==> src/hdl/bis_pkg.sv <==
// Shared types and constants of the bucket insertion sorter.
package bis_pkg;

    localparam int VALUE_W          = 32;
    localparam int CFG_W            = 16;
    localparam int NUM_BUCKETS_DEF  = 10;
    localparam int CAPACITY_DEF     = 64;
    localparam int BUCKET_WIDTH_RST = 10;

    // sequencer states
    typedef enum logic [3:0] {
        S_IDLE,
        S_WRITE,
        S_BKT,
        S_FETCH,
        S_CUR,
        S_SHIFT,
        S_PLACE,
        S_EMIT_RD,
        S_EMIT_WAIT
    } t_state;

    // one result as handed from the sequencer to the output register
    typedef struct packed {
        logic signed [VALUE_W-1:0] sorted_value;
        logic                      last_out;
        logic                      overflow;
    } t_out_item;

endpackage

==> src/hdl/bis_ctrl.sv <==
// Sequencer: loads buckets, insertion-sorts each bucket in memory, drains results.
module bis_ctrl import bis_pkg::*; #(
    parameter int NUM_BUCKETS = NUM_BUCKETS_DEF,
    parameter int CAPACITY    = CAPACITY_DEF
) (
    input  logic                                             i_clk,
    input  logic                                             i_rst_n,
    input  logic                                             i_in_valid,
    output logic                                             o_in_ready,
    input  logic [VALUE_W-1:0]                               i_value,
    input  logic                                             i_last,
    input  logic [$clog2(NUM_BUCKETS)-1:0]                   i_bkt,
    output logic                                             o_we,
    output logic [$clog2(NUM_BUCKETS)+$clog2(CAPACITY)-1:0]  o_waddr,
    output logic [VALUE_W-1:0]                               o_wdata,
    output logic                                             o_re,
    output logic [$clog2(NUM_BUCKETS)+$clog2(CAPACITY)-1:0]  o_raddr,
    input  logic [VALUE_W-1:0]                               i_rdata,
    input  logic                                             i_out_free,
    output logic                                             o_item_load,
    output t_out_item                                        o_item
);
    localparam int BW = $clog2(NUM_BUCKETS);
    localparam int SW = $clog2(CAPACITY);
    localparam int CW = $clog2(CAPACITY + 1);

    t_state            r_state, n_state;
    logic [VALUE_W-1:0] r_val;
    logic              r_last;
    logic [BW-1:0]     r_ib;
    logic [CW-1:0]     r_fill [NUM_BUCKETS];
    logic [CW-1:0]     r_total;
    logic              r_drop;
    logic [BW-1:0]     r_bkt;
    logic [CW-1:0]     r_i;
    logic [SW-1:0]     r_j;
    logic [VALUE_W-1:0] r_cur;

    logic [CW-1:0]     w_n;
    logic              w_bkt_end;
    logic              w_lt;
    logic              w_room;

    assign w_n       = r_fill[r_bkt];
    assign w_bkt_end = (r_bkt == BW'(NUM_BUCKETS - 1));
    assign w_lt      = ($signed(r_cur) < $signed(i_rdata));
    assign w_room    = (r_total < CW'(CAPACITY));

    // next state
    always_comb begin
        n_state = r_state;
        unique case (r_state)
            S_IDLE:      if (i_in_valid) n_state = S_WRITE;
            S_WRITE:     n_state = r_last ? S_BKT : S_IDLE;
            S_BKT: begin
                if (w_n == '0) begin
                    n_state = w_bkt_end ? S_IDLE : S_BKT;
                end else begin
                    n_state = S_FETCH;
                end
            end
            S_FETCH:     n_state = (r_i >= w_n) ? S_EMIT_RD : S_CUR;
            S_CUR:       n_state = S_SHIFT;
            S_SHIFT: begin
                if (w_lt) begin
                    n_state = (r_j == SW'(1)) ? S_PLACE : S_SHIFT;
                end else begin
                    n_state = S_FETCH;
                end
            end
            S_PLACE:     n_state = S_FETCH;
            S_EMIT_RD: begin
                if (r_i == w_n) begin
                    n_state = w_bkt_end ? S_IDLE : S_BKT;
                end else begin
                    n_state = S_EMIT_WAIT;
                end
            end
            S_EMIT_WAIT: if (i_out_free) n_state = S_EMIT_RD;
            default:     n_state = S_IDLE;
        endcase
    end

    // memory accesses and handshake outputs
    always_comb begin
        o_in_ready  = 1'b0;
        o_we        = 1'b0;
        o_waddr     = {r_bkt, r_j};
        o_wdata     = r_cur;
        o_re        = 1'b0;
        o_raddr     = {r_bkt, r_i[SW-1:0]};
        o_item_load = 1'b0;
        unique case (r_state)
            S_IDLE:  o_in_ready = 1'b1;
            S_WRITE: begin
                o_we    = w_room;
                o_waddr = {r_ib, r_fill[r_ib][SW-1:0]};
                o_wdata = r_val;
            end
            S_FETCH: o_re = (r_i < w_n);
            S_CUR: begin
                o_re    = 1'b1;
                o_raddr = {r_bkt, r_j - SW'(1)};
            end
            S_SHIFT: begin
                o_we    = 1'b1;
                o_wdata = w_lt ? i_rdata : r_cur;
                o_re    = w_lt && (r_j != SW'(1));
                o_raddr = {r_bkt, r_j - SW'(2)};
            end
            S_PLACE:     o_we = 1'b1;
            S_EMIT_RD:   o_re = (r_i != w_n);
            S_EMIT_WAIT: o_item_load = i_out_free;
            default: ;
        endcase
    end

    assign o_item.sorted_value = $signed(i_rdata);
    assign o_item.last_out     = (r_total == CW'(1));
    assign o_item.overflow     = r_drop;

    // state, counters and working registers
    always_ff @(posedge i_clk) begin
        if (!i_rst_n) begin
            r_state <= S_IDLE;
            r_total <= '0;
            r_drop  <= 1'b0;
            r_bkt   <= '0;
            for (int b = 0; b < NUM_BUCKETS; b++) begin
                r_fill[b] <= '0;
            end
        end else begin
            r_state <= n_state;
            unique case (r_state)
                S_IDLE: begin
                    if (i_in_valid) begin
                        r_val  <= i_value;
                        r_last <= i_last;
                        r_ib   <= i_bkt;
                    end
                end
                // append to the bucket, or drop once the store is full
                S_WRITE: begin
                    if (w_room) begin
                        r_fill[r_ib] <= r_fill[r_ib] + CW'(1);
                        r_total      <= r_total + CW'(1);
                    end else begin
                        r_drop <= 1'b1;
                    end
                end
                S_BKT: begin
                    if (w_n == '0) begin
                        if (w_bkt_end) begin
                            r_bkt  <= '0;
                            r_drop <= 1'b0;
                            for (int b = 0; b < NUM_BUCKETS; b++) begin
                                r_fill[b] <= '0;
                            end
                        end else begin
                            r_bkt <= r_bkt + BW'(1);
                        end
                    end else begin
                        r_i <= CW'(1);
                    end
                end
                S_FETCH: begin
                    if (r_i >= w_n) begin
                        r_i <= '0;
                    end else begin
                        r_j <= r_i[SW-1:0];
                    end
                end
                S_CUR:   r_cur <= i_rdata;
                // shift the larger entry up, or place the current one
                S_SHIFT: begin
                    if (w_lt) begin
                        r_j <= r_j - SW'(1);
                    end else begin
                        r_i <= r_i + CW'(1);
                    end
                end
                S_PLACE: r_i <= r_i + CW'(1);
                S_EMIT_RD: begin
                    if (r_i == w_n) begin
                        if (w_bkt_end) begin
                            r_bkt  <= '0;
                            r_drop <= 1'b0;
                            for (int b = 0; b < NUM_BUCKETS; b++) begin
                                r_fill[b] <= '0;
                            end
                        end else begin
                            r_bkt <= r_bkt + BW'(1);
                        end
                    end
                end
                S_EMIT_WAIT: begin
                    if (i_out_free) begin
                        r_i     <= r_i + CW'(1);
                        r_total <= r_total - CW'(1);
                    end
                end
                default: ;
            endcase
        end
    end

endmodule

==> config.mk <==
export PLATFORM = sky130hd
export DESIGN_NAME = bis_ctrl
export DESIGN_NICKNAME = d
export VERILOG_FILES = /design/src/hdl/bis_pkg.sv /design/src/hdl/bis_ctrl.sv
export SDC_FILE = /design/constraint.sdc
export NUM_CORES = 1
export LEC_CHECK = 0
export ABC_AREA = 1
export BUFFER_PORTS_ARGS = -buffer_cell sky130_fd_sc_hd__buf_2
export CAP_MARGIN = 40
export CORE_MARGIN = 2
export CORE_UTILIZATION = 60
export DETAILED_ROUTE_END_ITERATION = 10
export GPL_ROUTABILITY_DRIVEN = 0
export PLACE_DENSITY_LB_ADDON = 0.3
export SYNTH_ARGS = -nofsm -noshare
export SYNTH_HDL_FRONTEND = slang
export SYNTH_SLANG_ARGS = --single-unit
==> constraint.sdc <==
create_clock -name i_clk -period 6.25 [get_ports i_clk]
set_clock_uncertainty 0.2 [all_clocks]
set_input_delay 0.625 -clock i_clk [delete_from_list [all_inputs] [get_ports i_clk]]
set_output_delay 0.625 -clock i_clk [all_outputs]
set_load 0.01 [all_outputs]
* After elaboration in Yosys (flattened, before gate mapping)
Memories as Yosys holds them, arrays and structs flattened. A register that Yosys moved wholly into a read port is not among the register bits.
Cells that the tools add are included.
W data, S select, Z words.
** Operators by class
- $add $sub $neg :: 7
- $lt $le $gt $ge :: 4
- Equality and inequality tests :: 25
- Muxes and demuxes :: 78
- Bitwise operators :: 20
- Reductions and logical operators :: 18
** Operators with widths (number)
- $mux W7 :: 27
- $pmux W32 S2 :: 1
- $mux W4 :: 10
- $pmux W4 S9 :: 1
- $pmux W7 S5 :: 1
- $lt A32 B32 Y1 :: 1
- $mux W32 :: 1
- $pmux W6 S2 :: 2
- $ne A2 B2 Y1 const B :: 11
- $add A7 B1 Y7 const B :: 3
- $mux W1 :: 21
- $or A1 B1 Y1 :: 20
- $eq A4 B3 Y1 const B :: 4
- $pmux W7 S2 :: 1
- $mux W6 :: 2
- $mux W10 :: 1
- $mux W2 :: 5
- $reduce_and A3 Y1 :: 3
- $eq A4 B2 Y1 const B :: 2
- $eq A4 B4 Y1 const B :: 2
- $pmux W4 S2 :: 1
- $reduce_and A4 Y1 :: 2
- $eq A7 B1 Y1 const B :: 1
- $eq A7 B7 Y1 :: 1
- 25 further kinds :: 28
** Storage, ports and cells
- Register bits after elaboration :: 98
- Bits in writable memories :: 70
- Logic and storage cells :: 163
- Memories :: 1
** Memory list
- r_fill :: words 10, bits a word 7, read ports 2, clocked after Yosys merged registers in 2, wr ports 10, RTL line bis_ctrl.sv:31 : logic [CW-1:0] r_fill [NUM_BUCKETS];

* Logic depth before layout (Yosys ltp)
- Depth after elaboration :: 9
- Mapped depth :: 22

* Least setup slack after synthesis
No wires, ideal clock.
- Path type :: input to output
- Start :: input i_rdata[21]
- End :: output o_wdata[12]
- Arrival :: 2.257 ns
- Required time :: 5.425 ns
- Slack :: 3.168 ns
- Stages :: 14
- Path buffers :: 1
- Cells stage by stage :: inv_1 -> ha_1 -> a21oi_1 -> nor2_1 -> nor2_1 -> nand3_1 -> a21oi_1 -> nand2_1 -> nand2_1 -> nand3_1 -> nand2_1 -> buf_2 -> nand2_1 -> nand3_1
** On the way
- Cells in the longest elaborated chain, start to end :: 3
** Ends and longest elaborated chain
- from (decl) :: RTL line bis_ctrl.sv:18 : input logic [VALUE_W-1:0] i_rdata,
- $lt A32 B32 Y1 :: RTL line bis_ctrl.sv:46 : assign w_lt = ($signed(r_cur) < $signed(i_rdata));
- $mux W32 :: RTL line bis_ctrl.sv:107 : o_wdata = w_lt ? i_rdata : r_cur;
- $pmux W32 S2 :: RTL line bis_ctrl.sv:93 : unique case (r_state)
- to (decl) :: RTL line bis_ctrl.sv:15 : output logic [VALUE_W-1:0] o_wdata,
Every way passes these cells.

==> key figures <==
Outcome
  • Status: complete, no violations

Final layout
  • Nets: 1752
  • Area Growth Syn to Fin: 12.0%
  • Fin area: 14200 sq um
  • Finished Core Util: 0.679
  • Layout cells sized above 1: 0.158
  • Ant diodes: 0
  • # fillers: 1691

Clocking
  • Cts bufs inserted: 24
  • CTS Hold Bufs: 0
  • CTS clk-pin slew, worst paths: 60 ps
  • Postcts setup bufs: 0
  • Clock buffer depth: 3
  • Htree depth: 1
  • Post-CTS resize count: 0
  • CTS tree: done
  • Clock Latency Late Sink: 530 ps
  • CTS sink count: 218
  • Clock root cell: clkbuf_16

Logic synthesis
  • Post-synthesis register bit count: 218
  • Library cells used by synthesis: 40
  • Synthesis Warnings: 0
  • Synthesized area: 12700 sq um
  • Top post-synthesis cells by area: edfxtp_1, nand2_1, nand3_1
  • Net count after synthesis: 1639
  • Avg Inst Size Synth: 8.33 sq um
  • Synth top area share: 0.460
  • Cells after synthesis: 1519
  • Leading area contributor after synthesis: edfxtp_1
  • Seq/Total Area, Yosys: 0.498

Timing
  • Final setup fails: 0
  • FMAX: 213 MHz
  • Slew Viols, Final: 0
  • Final Hold Fails: 0
  • Worst slew margin: 0.400
  • Worst-margin pin slew: 898 ps
  • Tmin final: 4690 ps
  • Final worst path period share: 0.750
  • Smallest hold slack: 69.0 ps
  • Unrepaired setup endpoints after global routing: no
  • Worst setup margin: 1560 ps
  • Total negative slack: 0 ps

Hold path
  • Min-Delay Path Class: input port to flop

Power and ir drop
  • Pwr dens: 260 nW/um^2
  • VDD IR max: 205 uV
  • LEAKAGE: 6.19 nW

Detailed routing
  • DRT Pass-1 Iters: 7
  • Starting DRC count in detailed routing: 1400
  • Post-route DRC: 0
  • Routed len/inst: 18.0 microns
  • Post-DRT Antenna Nets: 0
  • Via Count: 11.2k
  • Routed WL: 34700 microns
  • Vias per inst: 5.84

Worst setup path
  • Crit-path slowest cell: dfxtp_2
  • Worst path cell trace: buf_4 > or2_2 > nand3_1 > nand3_1 > nand3_1 > nand2_1 > inv_2 > ha_1 > inv_1 > nor2_1 > o21a_1 > o21ai_0 > nand2_1 > a21oi_1 > nand2_1 > nand3_1 > o21bai_1 > buf_2
  • CP most frequent cell: nand3_1
  • Largest delay contributor family on the critical path: buffers and inverters
  • CP endpoint kind: output pin
  • CP arrival: 3860 ps
  • CP bufs+invs: 4
  • Crit-path max cell delay: 630 ps
  • Max FO, Critical Path: 67
  • CP Class: flop to output pin
  • CP startpoint kind: flop
  • Req. time, crit path: 5420 ps

Floorplanning
  • Die area: 22300 sq um
  • Die Y: 149 microns
  • Die Width: 149 microns
  • Row count: 53
  • Initial Utilization: 0.606
  • Io pins: 163
  • Core area: 20900 sq um

Global route
  • Grt total ovfl: 0
  • Antenna violations before repair: 1
  • Global Route Usage Sum: 0.305
  • Global-route wire length before repair: 53400 microns
  • Vias in the first global route: 10.4k
  • Largest net degree at the start of global routing: 68

Place
  • Placed inst area: 13400 sq um
  • HPWL after DPL: 24300 microns
  • Port bufs: 162
  • Worst slack, placed: 2200 ps

Run
  • Max cap viols: 0
==> power breakdown <==
group / leakage (nW) / total [W] / switching, W / internal [W]
logic: 3.76 / 0.000606 / 0.000428 / 0.000178
clock network: 0.382 / 0.00139 / 0.000580 / 0.000808
registers: 2.05 / 0.00170 / 0.0000393 / 0.00166
==> final cells by class <==
class	count	area (sq um)	area share
sequential	218	6310	0.445
multi-input combinational	1007	5020	0.354
timing repair buffer	181	985	0.0695
inverter	200	751	0.0530
clock buffer	28	636	0.0448
tap	275	344	0.0243
clock inverter	16	133	0.00936
==> cells in the final DEF (no fill, tap or decap), drive strengths merged, types with 2 or more instances in the layout <==
master / n
a211oi: 2
a21oi: 80
buf: 181
bufinv: 2
clkbuf: 28
clkinv: 19
dfxtp: 24
edfxtp: 194
ha: 47
inv: 195
nand2: 368
nand3: 159
nand3b: 2
nand4: 24
nor2: 161
nor3: 13
o211ai: 35
o21ai: 79
o21bai: 3
o221ai: 5
o22ai: 2
or2: 9
xnor2: 3
xor2: 8
==> per-stage QoR <==
stage / instances / total power [W]
floorplan: 1519 / 0.00212
global placement: 1874 / 0.00230
detailed placement: 1881 / 0.00231
CTS: 1925 / 0.00368
global route: 1925 / 0.00381
finish: 1925 / 0.00369
==> state kept, by name (all words and copies together), names as in the netlist, named ones only <==
name,cells
r_j,6
r_state,4
r_last,1
r_i,7
r_bkt,4
r_drop,1
r_fill,112
r_ib,4
r_val,32
r_cur,32
r_total,7
==> synth_stat cells, drive strengths merged <==
cell	n
nand2	368
inv	195
edfxtp	194
nor2	161
nand3	159
a21oi	80
o21ai	79
buf	78
ha	47
o211ai	35
dfxtp	24
nand4	24
clkbuf	16
nor3	13
or2	9
xor2	8
clkinv	5
o221ai	5
o21bai	3
xnor2	3
a211oi	2
nand3b	2
o22ai	2
a221o	1
a31oi	1
and2	1
and3	1
nor3b	1
o21a	1
o31ai	1
==> layer usage <==
| metal | GRT usage | part of all wire | up-vias |
|---|---|---|---|
| met5 | 0 | 0.00037 | - |
| met4 | 0.120 | 0.039 | 2 |
| met3 | 0.0612 | 0.12 | 113 |
| met2 | 0.460 | 0.45 | 737 |
| met1 | 0.435 | 0.40 | 5122 |
| li1 | - | - | 5267 |
==> cell families (layout without fill, tap and decap cells) <==
logic type / count (synthesis) / in the layout / synth area share
AND/OR/NAND/NOR: 739 / 739 / 0.247
buffers and inverters: 294 / 425 / 0.106
flip-flops: 218 / 218 / 0.498
AO/OA/AOI/OAI: 210 / 210 / 0.0948
adder cells (fa/ha/maj): 47 / 47 / 0.0465
XOR/XNOR: 11 / 11 / 0.00761
==> path summary, 6_finish.rpt <==
path / depth (start not counted) / endpoint / slack (ps) / start
hold reg to reg: 2 / r_drop / 300 / r_drop
hold / removal: 1 / r_val[8] / 70 / i_value[8]
setup / recovery: 18 / o_re / 1560 / flop
setup reg to reg: 19 / r_i[3] / 2110 / flop
Power figures use the tool's default switching activity.
