### src/hdl/bis_pkg.sv
// Shared types and constants of the bucket insertion sorter.
package bis_pkg;

    localparam int VALUE_W          = 32;
    localparam int CFG_W            = 16;
    localparam int NUM_BUCKETS_DEF  = 10;
    localparam int CAPACITY_DEF     = 64;
    localparam int BUCKET_WIDTH_RST = 10;

    // sequencer states
    typedef enum logic [3:0] {
        S_IDLE,
        S_WRITE,
        S_BKT,
        S_FETCH,
        S_CUR,
        S_SHIFT,
        S_PLACE,
        S_EMIT_RD,
        S_EMIT_WAIT
    } t_state;

    // one result as handed from the sequencer to the output register
    typedef struct packed {
        logic signed [VALUE_W-1:0] sorted_value;
        logic                      last_out;
        logic                      overflow;
    } t_out_item;

endpackage

### src/hdl/bis_bucket_sel.sv
// Bucket bound registers and the bucket selection for an incoming value.
module bis_bucket_sel import bis_pkg::*; #(
    parameter int NUM_BUCKETS = NUM_BUCKETS_DEF
) (
    input  logic                           i_clk,
    input  logic                           i_rst_n,
    input  logic                           i_cfg_we,
    input  logic [CFG_W-1:0]               i_cfg_data,
    input  logic [VALUE_W-1:0]             i_value,
    output logic [$clog2(NUM_BUCKETS)-1:0] o_bkt
);
    localparam int BW  = $clog2(NUM_BUCKETS);
    localparam int BDW = CFG_W + BW;

    logic [BDW-1:0]         r_bound [NUM_BUCKETS];
    logic [NUM_BUCKETS-1:0] w_ge;

    // hold the lower bound of every bucket, refreshed on a register write
    always_ff @(posedge i_clk) begin
        if (!i_rst_n) begin
            for (int j = 0; j < NUM_BUCKETS; j++) begin
                r_bound[j] <= BDW'(j * BUCKET_WIDTH_RST);
            end
        end else if (i_cfg_we) begin
            for (int j = 0; j < NUM_BUCKETS; j++) begin
                r_bound[j] <= BDW'(i_cfg_data) * BDW'(j);
            end
        end
    end

    // compare against every bound; bounds rise with the index
    always_comb begin
        for (int j = 0; j < NUM_BUCKETS; j++) begin
            w_ge[j] = (i_value >= VALUE_W'(r_bound[j]));
        end
    end

    // pick the highest bound reached; negative values go to bucket 0
    always_comb begin
        o_bkt = '0;
        for (int j = 1; j < NUM_BUCKETS; j++) begin
            if (w_ge[j]) begin
                o_bkt = BW'(j);
            end
        end
        if (i_value[VALUE_W-1]) begin
            o_bkt = '0;
        end
    end

endmodule

### config.mk
export PLATFORM = sky130hd
export DESIGN_NAME = bis_bucket_sel
export DESIGN_NICKNAME = d
export VERILOG_FILES = /design/src/hdl/bis_pkg.sv /design/src/hdl/bis_bucket_sel.sv
export SDC_FILE = /design/constraint.sdc
export NUM_CORES = 1
export LEC_CHECK = 0
export BUFFER_PORTS_ARGS = -buffer_cell sky130_fd_sc_hd__buf_2
export CORE_UTILIZATION = 65
export DETAILED_ROUTE_END_ITERATION = 7
export PLACE_DENSITY = 0.84
export SKIP_CTS_REPAIR_TIMING = 1
export SLEW_MARGIN = 10
export SYNTH_ARGS = -nofsm -noshare
export SYNTH_HDL_FRONTEND = slang
export SYNTH_SLANG_ARGS = --single-unit
### constraint.sdc
create_clock -name i_clk -period 6.1 [get_ports i_clk]
set_input_delay 1.22 -clock i_clk [delete_from_list [all_inputs] [get_ports i_clk]]
set_output_delay 1.22 -clock i_clk [all_outputs]
set_load 0.02 [all_outputs]
# == Yosys cells after proc, flatten, opt, wreduce, memory -nomap -nowiden ==
# Memory sizes are Yosys's and may differ from the RTL's.
# Index checks and enable logic that the tools add are counted.
# op_classes
magnitude_cmp,9
bitwise,10
n_mul,5
muxes,24
# op_table
operator,count
32-bit by 20-bit greater-or-equal comparator with 1-bit output,9
20-bit two-way mux,10
16-bit by 3-bit multiplier with 19-bit output (second input constant),2
16-bit by 2-bit multiplier with 18-bit output (second input constant),2
4-bit two-way mux,9
16-bit by 4-bit multiplier with 20-bit output (second input constant),1
1-bit OR,10
1-bit two-way mux,5
# totals
ram_bits,200
input_bits,51
register_bits,0
memories,1
output_inout_bits,4
# memory_table
memory,words,width,rd,rd_clocked_by_memory_dff,write_ports,line_no,rtl
r_bound,10,20,9,0,10,bis_bucket_sel.sv:15,logic [BDW-1:0] r_bound [NUM_BUCKETS];

# == Depth between registers and ports, before layout ==
# Gate-level depths: netlist of the first run.
# An unclocked memory read counts as a cell.
# logic_depth
ltp_word,12
mapped_depth,12
mapped_depth_nobuf,12

# == Worst setup path before layout of the first run ==
# OpenSTA, ideal clock, no wires.
# synth_path
path_kind,in2out
from,input i_value[9]
to,output o_bkt[0]
required_time_ns,4.880
path_slack_ns,1.500
arrival_ns,3.380
path_stages,9
cell_sequence,ha_1 a21o_1 a21o_1 a221oi_1 a21o_1 a21oi_1 a2111oi_0 nor2_1 a211oi_1
# synth_via
elab_chain_cells,11
elab_cells_between_ends,19
cone_classes,order compare (9); mux (10)
# synth_rtl
item,line_no,rtl
"start, declared",bis_bucket_sel.sv:9,"input logic [VALUE_W-1:0] i_value,"
32-bit by 20-bit greater-or-equal comparator with 1-bit output,bis_bucket_sel.sv:34,w_ge[j] = (i_value >= VALUE_W'(r_bound[j]));
1-bit two-way mux,bis_bucket_sel.sv:42,if (w_ge[j]) begin
4-bit two-way mux (7 in series),bis_bucket_sel.sv:42,
4-bit two-way mux *,bis_bucket_sel.sv:42,
4-bit two-way mux *,bis_bucket_sel.sv:46,if (i_value[VALUE_W-1]) begin
"end, declared",bis_bucket_sel.sv:10,output logic [$clog2(NUM_BUCKETS)-1:0] o_bkt
# Mark *: on every way between the ends. The rest lies on a longest branch, timed or not.

# == Final worst setup path of the first run ==
# layout_path
from,input i_value[9]
to,output o_bkt[2]
# layout_via
elab_chain_cells,9
elab_cells_between_ends,15
cone_classes,order compare (7); mux (8)
# layout_rtl
item,line_no
32-bit by 20-bit greater-or-equal comparator with 1-bit output,bis_bucket_sel.sv:34
4-bit two-way mux (6 in series),bis_bucket_sel.sv:42
4-bit two-way mux *,bis_bucket_sel.sv:42
4-bit two-way mux *,bis_bucket_sel.sv:46
# Marks and branches as above.

==> results.sh, run 1 <==
export IMPL_status="complete, but fails checks"
export IMPL_violations="design-rule violations"
export IMPL_clk_pin_slew_ps=60
export IMPL_syn_avg_cell_area_sq_um=9.47
export IMPL_antenna_left=0
export IMPL_drcViolationCount=14
export IMPL_period_share=0.814
export IMPL_crit_end="o_bkt[2]"
export IMPL_portBuffers=54
export IMPL_grt_ovfl_total=0
export IMPL_routed_wl_um=24200
export IMPL_rsz0062_at_grt="false"
export IMPL_largest_register_ffs=84
export IMPL_diodes=0
export IMPL_synthesis_area_sq_mm=0.00981
export IMPL_drtIter0Drc=573
export IMPL_fp_dieH_um=125
export IMPL_worst_pin_slew_ps=1130
export IMPL_dieArea_sq_mm=0.0156
export IMPL_clock_fmax_mhz=201
export IMPL_timing_final_crit_period_ps=4970
export IMPL_cts_max_level=3
export IMPL_drv_cap=0
export IMPL_maxSlewHeadroom=0.248
export IMPL_cts_sinks=84
export IMPL_top_regs="r_bound x84"
export IMPL_critical_path_peak_fanout=9
export IMPL_grt_max_degree=85
export IMPL_vias_per_cell=6.39
export IMPL_num_rows=44
export IMPL_hold_class="in2reg"
export IMPL_grt_pass1_wl_um=40200
export IMPL_endpoint_kind="output port"
export IMPL_drv_slew=0
export IMPL_worstSetupStartpointType="primary input"
export IMPL_cts_buffers=9
export IMPL_fin_setup_tns_ps=0
export IMPL_critical_path_required_ps=4880
export IMPL_ys_warn_count=0
export IMPL_antenna_found_initial=0
export IMPL_worstPathArrival_ps=3750
export IMPL_ys_ff_latch=84
export IMPL_wl_per_cell_um=18.9
export IMPL_cts_path_max_buffers=2
export IMPL_regArea_sq_mm=0.00252
export IMPL_nNetsFinal=1396
export IMPL_worstSetupStartpoint="i_value[9]"
export IMPL_synth_nets=1342
export IMPL_area_delta_synth_final_pct=8.25
export IMPL_ys_types=64
export IMPL_initial_utilization=0.670
export IMPL_syn_inst=1036
export IMPL_num_vias=8170
export IMPL_dr_pass1_iters=8
export IMPL_coreArea_sq_mm=0.0146
export IMPL_grt_usage=0.327
export IMPL_root_buffer="clkbuf_16"
export IMPL_setup_viol=0
export IMPL_largest_register="r_bound"
export IMPL_grt_pass1_vias=8192
export IMPL_ys_seq_area_frac=0.257
export IMPL_path_class="in2out"
export IMPL_fin_ws_ps=1130
export IMPL_dpl_worst_slack_ps=1120
export IMPL_cts_tree="done"
export IMPL_dp_cells=1263
export IMPL_die_w_um=125
export IMPL_async_flop_share=0
export IMPL_fillCellCount=1062
export IMPL_ys_dominant_reg_cell="edfxtp_1"
export IMPL_vdd_ir_drop_max_v=0.000154
export IMPL_hold_violations=0
export IMPL_leakage_uw=0.00499
export IMPL_synth_edf_count=84
export IMPL_finalNonFillerCells=1279
export IMPL_multi_input_area_sq_mm=0.00682
export IMPL_io_pins=55
export IMPL_drive_above_1_share=0.0785
export IMPL_power_density_mw_per_mm2=208
export IMPL_place_congestion=0.931
export IMPL_hpwl_um=18700
-- how the worst min path moves through the flow --
stage                     slack, ps          start                      endpoint  depth (start not counted)
after global placement         1690  i_cfg_data[0]  r_bound[4][20]$_SDFFCE_PN0P_                          2
after global routing           1350  i_cfg_data[0]  r_bound[4][20]$_SDFFCE_PN0P_                          2
after CTS                      1340  i_cfg_data[0]  r_bound[4][20]$_SDFFCE_PN0P_                          2
final                          1340  i_cfg_data[0]  r_bound[4][20]$_SDFFCE_PN0P_                          2
after detailed placement       1700  i_cfg_data[0]  r_bound[4][20]$_SDFFCE_PN0P_                          2
after floorplan                1400  i_cfg_data[3]   r_bound[1][4]$_SDFFCE_PN1P_                          1
-- layer usage --
layer  GRT usage  vias to the layer above  share of wire
li1            -                     3982              -
met1       0.414                     3844           0.43
met2       0.558                      270           0.48
met3      0.0331                       74          0.045
met4       0.164                        0          0.047
met5           0                        -              0
-- logic make-up after synthesis --
group                      Yosys count  synth area share
and+or+nand+nor                    285             0.152
muxes                                2           0.00204
adders and majority gates          255             0.340
buffers and inverters              126            0.0482
xor gates and xnor gates            33            0.0295
DFF                                 84             0.257
AOI/OAI and AO/OA                  251             0.171
-- worst max-delay path, stage by stage --
cell,delay (ps)
buf_2,180
ha_1,330
a21o_1,160
a21o_1,170
a221oi_1,280
a21o_1,220
a21oi_1,80
a2111oi_0,600
nand2b_1,170
a31oi_1,160
buf_2,180
-- cells in the mapped netlist (3+ instances only) --
cell,count,area [sq um]
o21a_1,11,82.6
xnor2_1,17,149
xor2_1,16,140
and2_1,3,18.8
a2111oi_0,5,43.8
nand2b_1,15,93.8
a21o_1,43,323
nand2_1,48,180
a21oi_1,62,310
or3_1,4,25.0
clkbuf_1,9,33.8
nand4_1,21,131
o2111ai_1,3,26.3
a211oi_1,23,173
nand3_1,22,110
o21ai_0,47,235
o211ai_1,8,60.1
a21boi_0,3,22.5
nor4_1,7,43.8
and3_1,21,131
inv_1,115,432
edfxtp_1,84,2520
o31a_1,3,26.3
o31ai_1,5,37.5
ha_1,236,2950
and4_1,6,52.6
o21bai_1,4,30.0
nor3_1,33,165
or2_2,4,25.0
nor2_1,70,263
a31oi_1,7,43.8
fa_1,19,380
nor2b_1,17,106
-- layout by cell type (no fill, tap or decap), types with 4 or more instances in the layout --
master,n
nor2_1,70
nor4_1,7
a21oi_1,62
a2111oi_0,5
clkbuf_16,9
xor2_1,16
nand2b_1,14
and3_1,21
fa_1,19
a21o_1,43
nor3_1,33
inv_1,115
nand3_1,22
o31ai_1,5
o21a_1,11
o21bai_1,4
a31oi_1,7
xnor2_1,17
edfxtp_1,84
ha_1,236
or3_1,4
buf_2,54
and4_1,6
or2_2,4
nor2b_1,17
nand2_1,47
o21ai_0,47
nand4_1,21
o211ai_1,8
a211oi_1,23
-- per-stage QoR --
stage,total power (uW),area (sq um),hold WS (ps),util
floorplan,1330,9810,1400,-
global placement,1530,10300,1690,0.702
detailed placement,1570,10300,1700,0.702
CTS,2200,10600,1340,0.725
global route,2340,10600,1350,0.725
finish,2210,10600,1340,0.725
-- final cells by class --
type,count,area share
multi-input cells,826,0.643
flip-flops and latches,84,0.238
inverters,115,0.0407
well taps,184,0.0217
clock inverters,7,0.0108
repair buffers,54,0.0255
clock buffers,9,0.0212
-- power by group --
part	leakage [uW]	internal, uW	switching, uW
Sequential	0.000885	712	26.9
Clock	0.000163	399	232
Combinational	0.00394	347	494
Total	0.00499	1460	752
Note: power is estimated with default switching activity, not from simulation.
==> run 2, diff against run 1 <==
--- a/config.mk
+++ b/config.mk
@@ -6,9 +6,9 @@
 export NUM_CORES = 1
 export LEC_CHECK = 0
 export BUFFER_PORTS_ARGS = -buffer_cell sky130_fd_sc_hd__buf_2
-export CORE_UTILIZATION = 65
+export CORE_UTILIZATION = 64
 export DETAILED_ROUTE_END_ITERATION = 7
-export PLACE_DENSITY = 0.84
+export PLACE_DENSITY = 0.83
 export SKIP_CTS_REPAIR_TIMING = 1
 export SLEW_MARGIN = 10
 export SYNTH_ARGS = -nofsm -noshare
==> constraint.sdc (replaced) <==
create_clock -name i_clk -period 4.7 [get_ports i_clk]
set_input_delay 0.94 -clock i_clk [delete_from_list [all_inputs] [get_ports i_clk]]
set_output_delay 0.94 -clock i_clk [all_outputs]
set_load 0.02 [all_outputs]
==> run 2 against run 1 <==
Net effect: combinational power up 31%; highest routed layer unchanged; power up 24%; worst setup slack worse by 750 ps; flip-flop and latch count unchanged; hold slack worse by 280 ps; first-iteration DRC count up 4.5%; sequential power up 29%; the flow now finishes without violations; die area up 1.5%; global-route usage down 1.6 points; critical path depth unchanged; largest cell class unchanged; design area down 0.12%; routed wire length down 0.77%.
==> results.sh, run 2 (synthesis gave the netlist of run 1 again) <==
export IMPL_clk_pin_slew_ps=60
export IMPL_grt_pass1_vias=7874
export IMPL_status="complete, no violations"
export IMPL_drive_above_1_share=0.0818
export IMPL_worstPathCellList="buf_2, ha_1, a21o_1, a21o_1, a221oi_1, a21o_1, a21oi_1, a2111oi_0, nand2b_1, a31oi_1, buf_2"
export IMPL_pwr_share_clk=0.253
export IMPL_die_w_um=126
export IMPL_critical_path_peak_fanout=9
export IMPL_p_int_uw=1790
export IMPL_portBuffers=54
export IMPL_coreArea_sq_mm=0.0148
export IMPL_place_congestion=0.911
export IMPL_place_area_sq_mm=0.0103
export IMPL_antenna_left=0
export IMPL_hpwl_um=18600
export IMPL_fin_setup_tns_ps=0
export IMPL_path_class="in2out"
export IMPL_grt_pass1_wl_um=38600
export IMPL_largest_register_ffs=84
export IMPL_worstPathArrival_ps=3380
export IMPL_initial_utilization=0.665
export IMPL_endpoint_kind="output port"
export IMPL_crit_family="compound AO/OA/AOI/OAI gates"
export IMPL_vias_per_cell=6.31
export IMPL_grt_ovfl_total=0
export IMPL_drcViolationCount=0
export IMPL_worst_pin_slew_ps=1130
export IMPL_cts_tree="done"
export IMPL_final_common_cell="ha_1"
export IMPL_dr_pass1_iters=7
export IMPL_cp_slowest_cell="a2111oi_0"
export IMPL_grt_max_degree=85
export IMPL_antenna_found_initial=0
export IMPL_wl_per_cell_um=18.7
export IMPL_setup_viol=0
export IMPL_leakage_uw=0.00499
export IMPL_dieArea_sq_mm=0.0158
export IMPL_power_frac_comb=0.399
export IMPL_root_buffer="clkbuf_16"
export IMPL_num_rows=44
export IMPL_clock_fmax_mhz=232
export IMPL_critical_path_max_stage_delay_ps=560
export IMPL_io_pins=55
export IMPL_drv_cap=0
export IMPL_maxSlewHeadroom=0.248
export IMPL_cts_max_level=3
export IMPL_diodes=0
export IMPL_drtIter0Drc=599
export IMPL_routed_wl_um=24000
export IMPL_num_vias=8103
export IMPL_area_delta_synth_final_pct=8.13
export IMPL_critical_path_required_ps=3760
export IMPL_path_buf_inv=2
export IMPL_cts_path_max_buffers=2
export IMPL_nNetsFinal=1402
export IMPL_rsz0062_at_grt="false"
export IMPL_drv_slew=0
export IMPL_crit_path_frequent_cell="a21o_1"
export IMPL_fp_dieH_um=126
export IMPL_cts_sinks=84
export IMPL_hold_class="in2reg"
export IMPL_swShare=0.349
export IMPL_period_share=0.919
export IMPL_whs_ps=1060
export IMPL_final_cell_mix="236 x ha_1, 115 x inv_1, 84 x edfxtp_1"
export IMPL_fin_area_sq_mm=0.0106
export IMPL_sequentialPowerShare=0.348
export IMPL_power_density_mw_per_mm2=259
export IMPL_timing_final_crit_period_ps=4320
export IMPL_grt_usage=0.311
export IMPL_top_regs="r_bound x84"
export IMPL_hold_violations=0
export IMPL_largest_register="r_bound"
export IMPL_vdd_ir_drop_max_v=0.000158
export IMPL_worstSetupStartpointType="primary input"
export IMPL_cts_buffers=9
export IMPL_switchingPower_uw=958
[run 2: cell types whose count changed in the layout (fill, tap and decap cells not counted)]
cell	delta
clkbuf_1	+1
buf_4	+6
clkinvlp_4	+1
bufinv_16	-2
clkinv_4	-1
[run 2: cell type report]
| class | count | area (sq um) |
|---|---|---|
| Clock buffer | 10 | 229 |
| Clock inverter | 5 | 53.8 |
| Fill cell | 1067 | 4150 |
| Inverter | 115 | 432 |
| Multi-Input combinational cell | 826 | 6820 |
| Sequential cell | 84 | 2520 |
| Tap cell | 184 | 230 |
| Timing Repair Buffer | 60 | 315 |
[run 2: power groups by stage]
stage                     clock [uW]  combinational [uW]  sequential (uW)
after floorplan                    0                 767              955
after global placement             0                1030              967
after detailed placement           0                1070              969
after CTS                        694                1090              953
after global routing             719                1230              960
final                            693                1100              955
[run 2: metal layers]
metal,vias up,track usage,part of all wire
met1,3812,0.402,0.44
met4,0,0.116,0.027
met3,50,0.0429,0.051
met2,258,0.533,0.48
met5,-,0,0
li1,3983,-,-
[run 2: per-stage QoR]
step                      std cells   util  setup slack (ps)  power [uW]
after detailed placement       1269  0.700               412        2040
after global routing           1284  0.719               148        2910
after global placement         1269  0.700               359        1990
final                          1284  0.719               381        2740
after CTS                      1284  0.719               414        2730
after floorplan                1036      -               660        1720
[run 2: path summary, 6_finish.rpt]
| check | start | end | slack, ps | cells after the start |
|---|---|---|---|---|
| setup / recovery | i_value[9] | o_bkt[2] | 380 | 11 |
| hold / removal | i_cfg_data[0] | r_bound[4][20]$_SDFFCE_PN0P_ | 1060 | 2 |
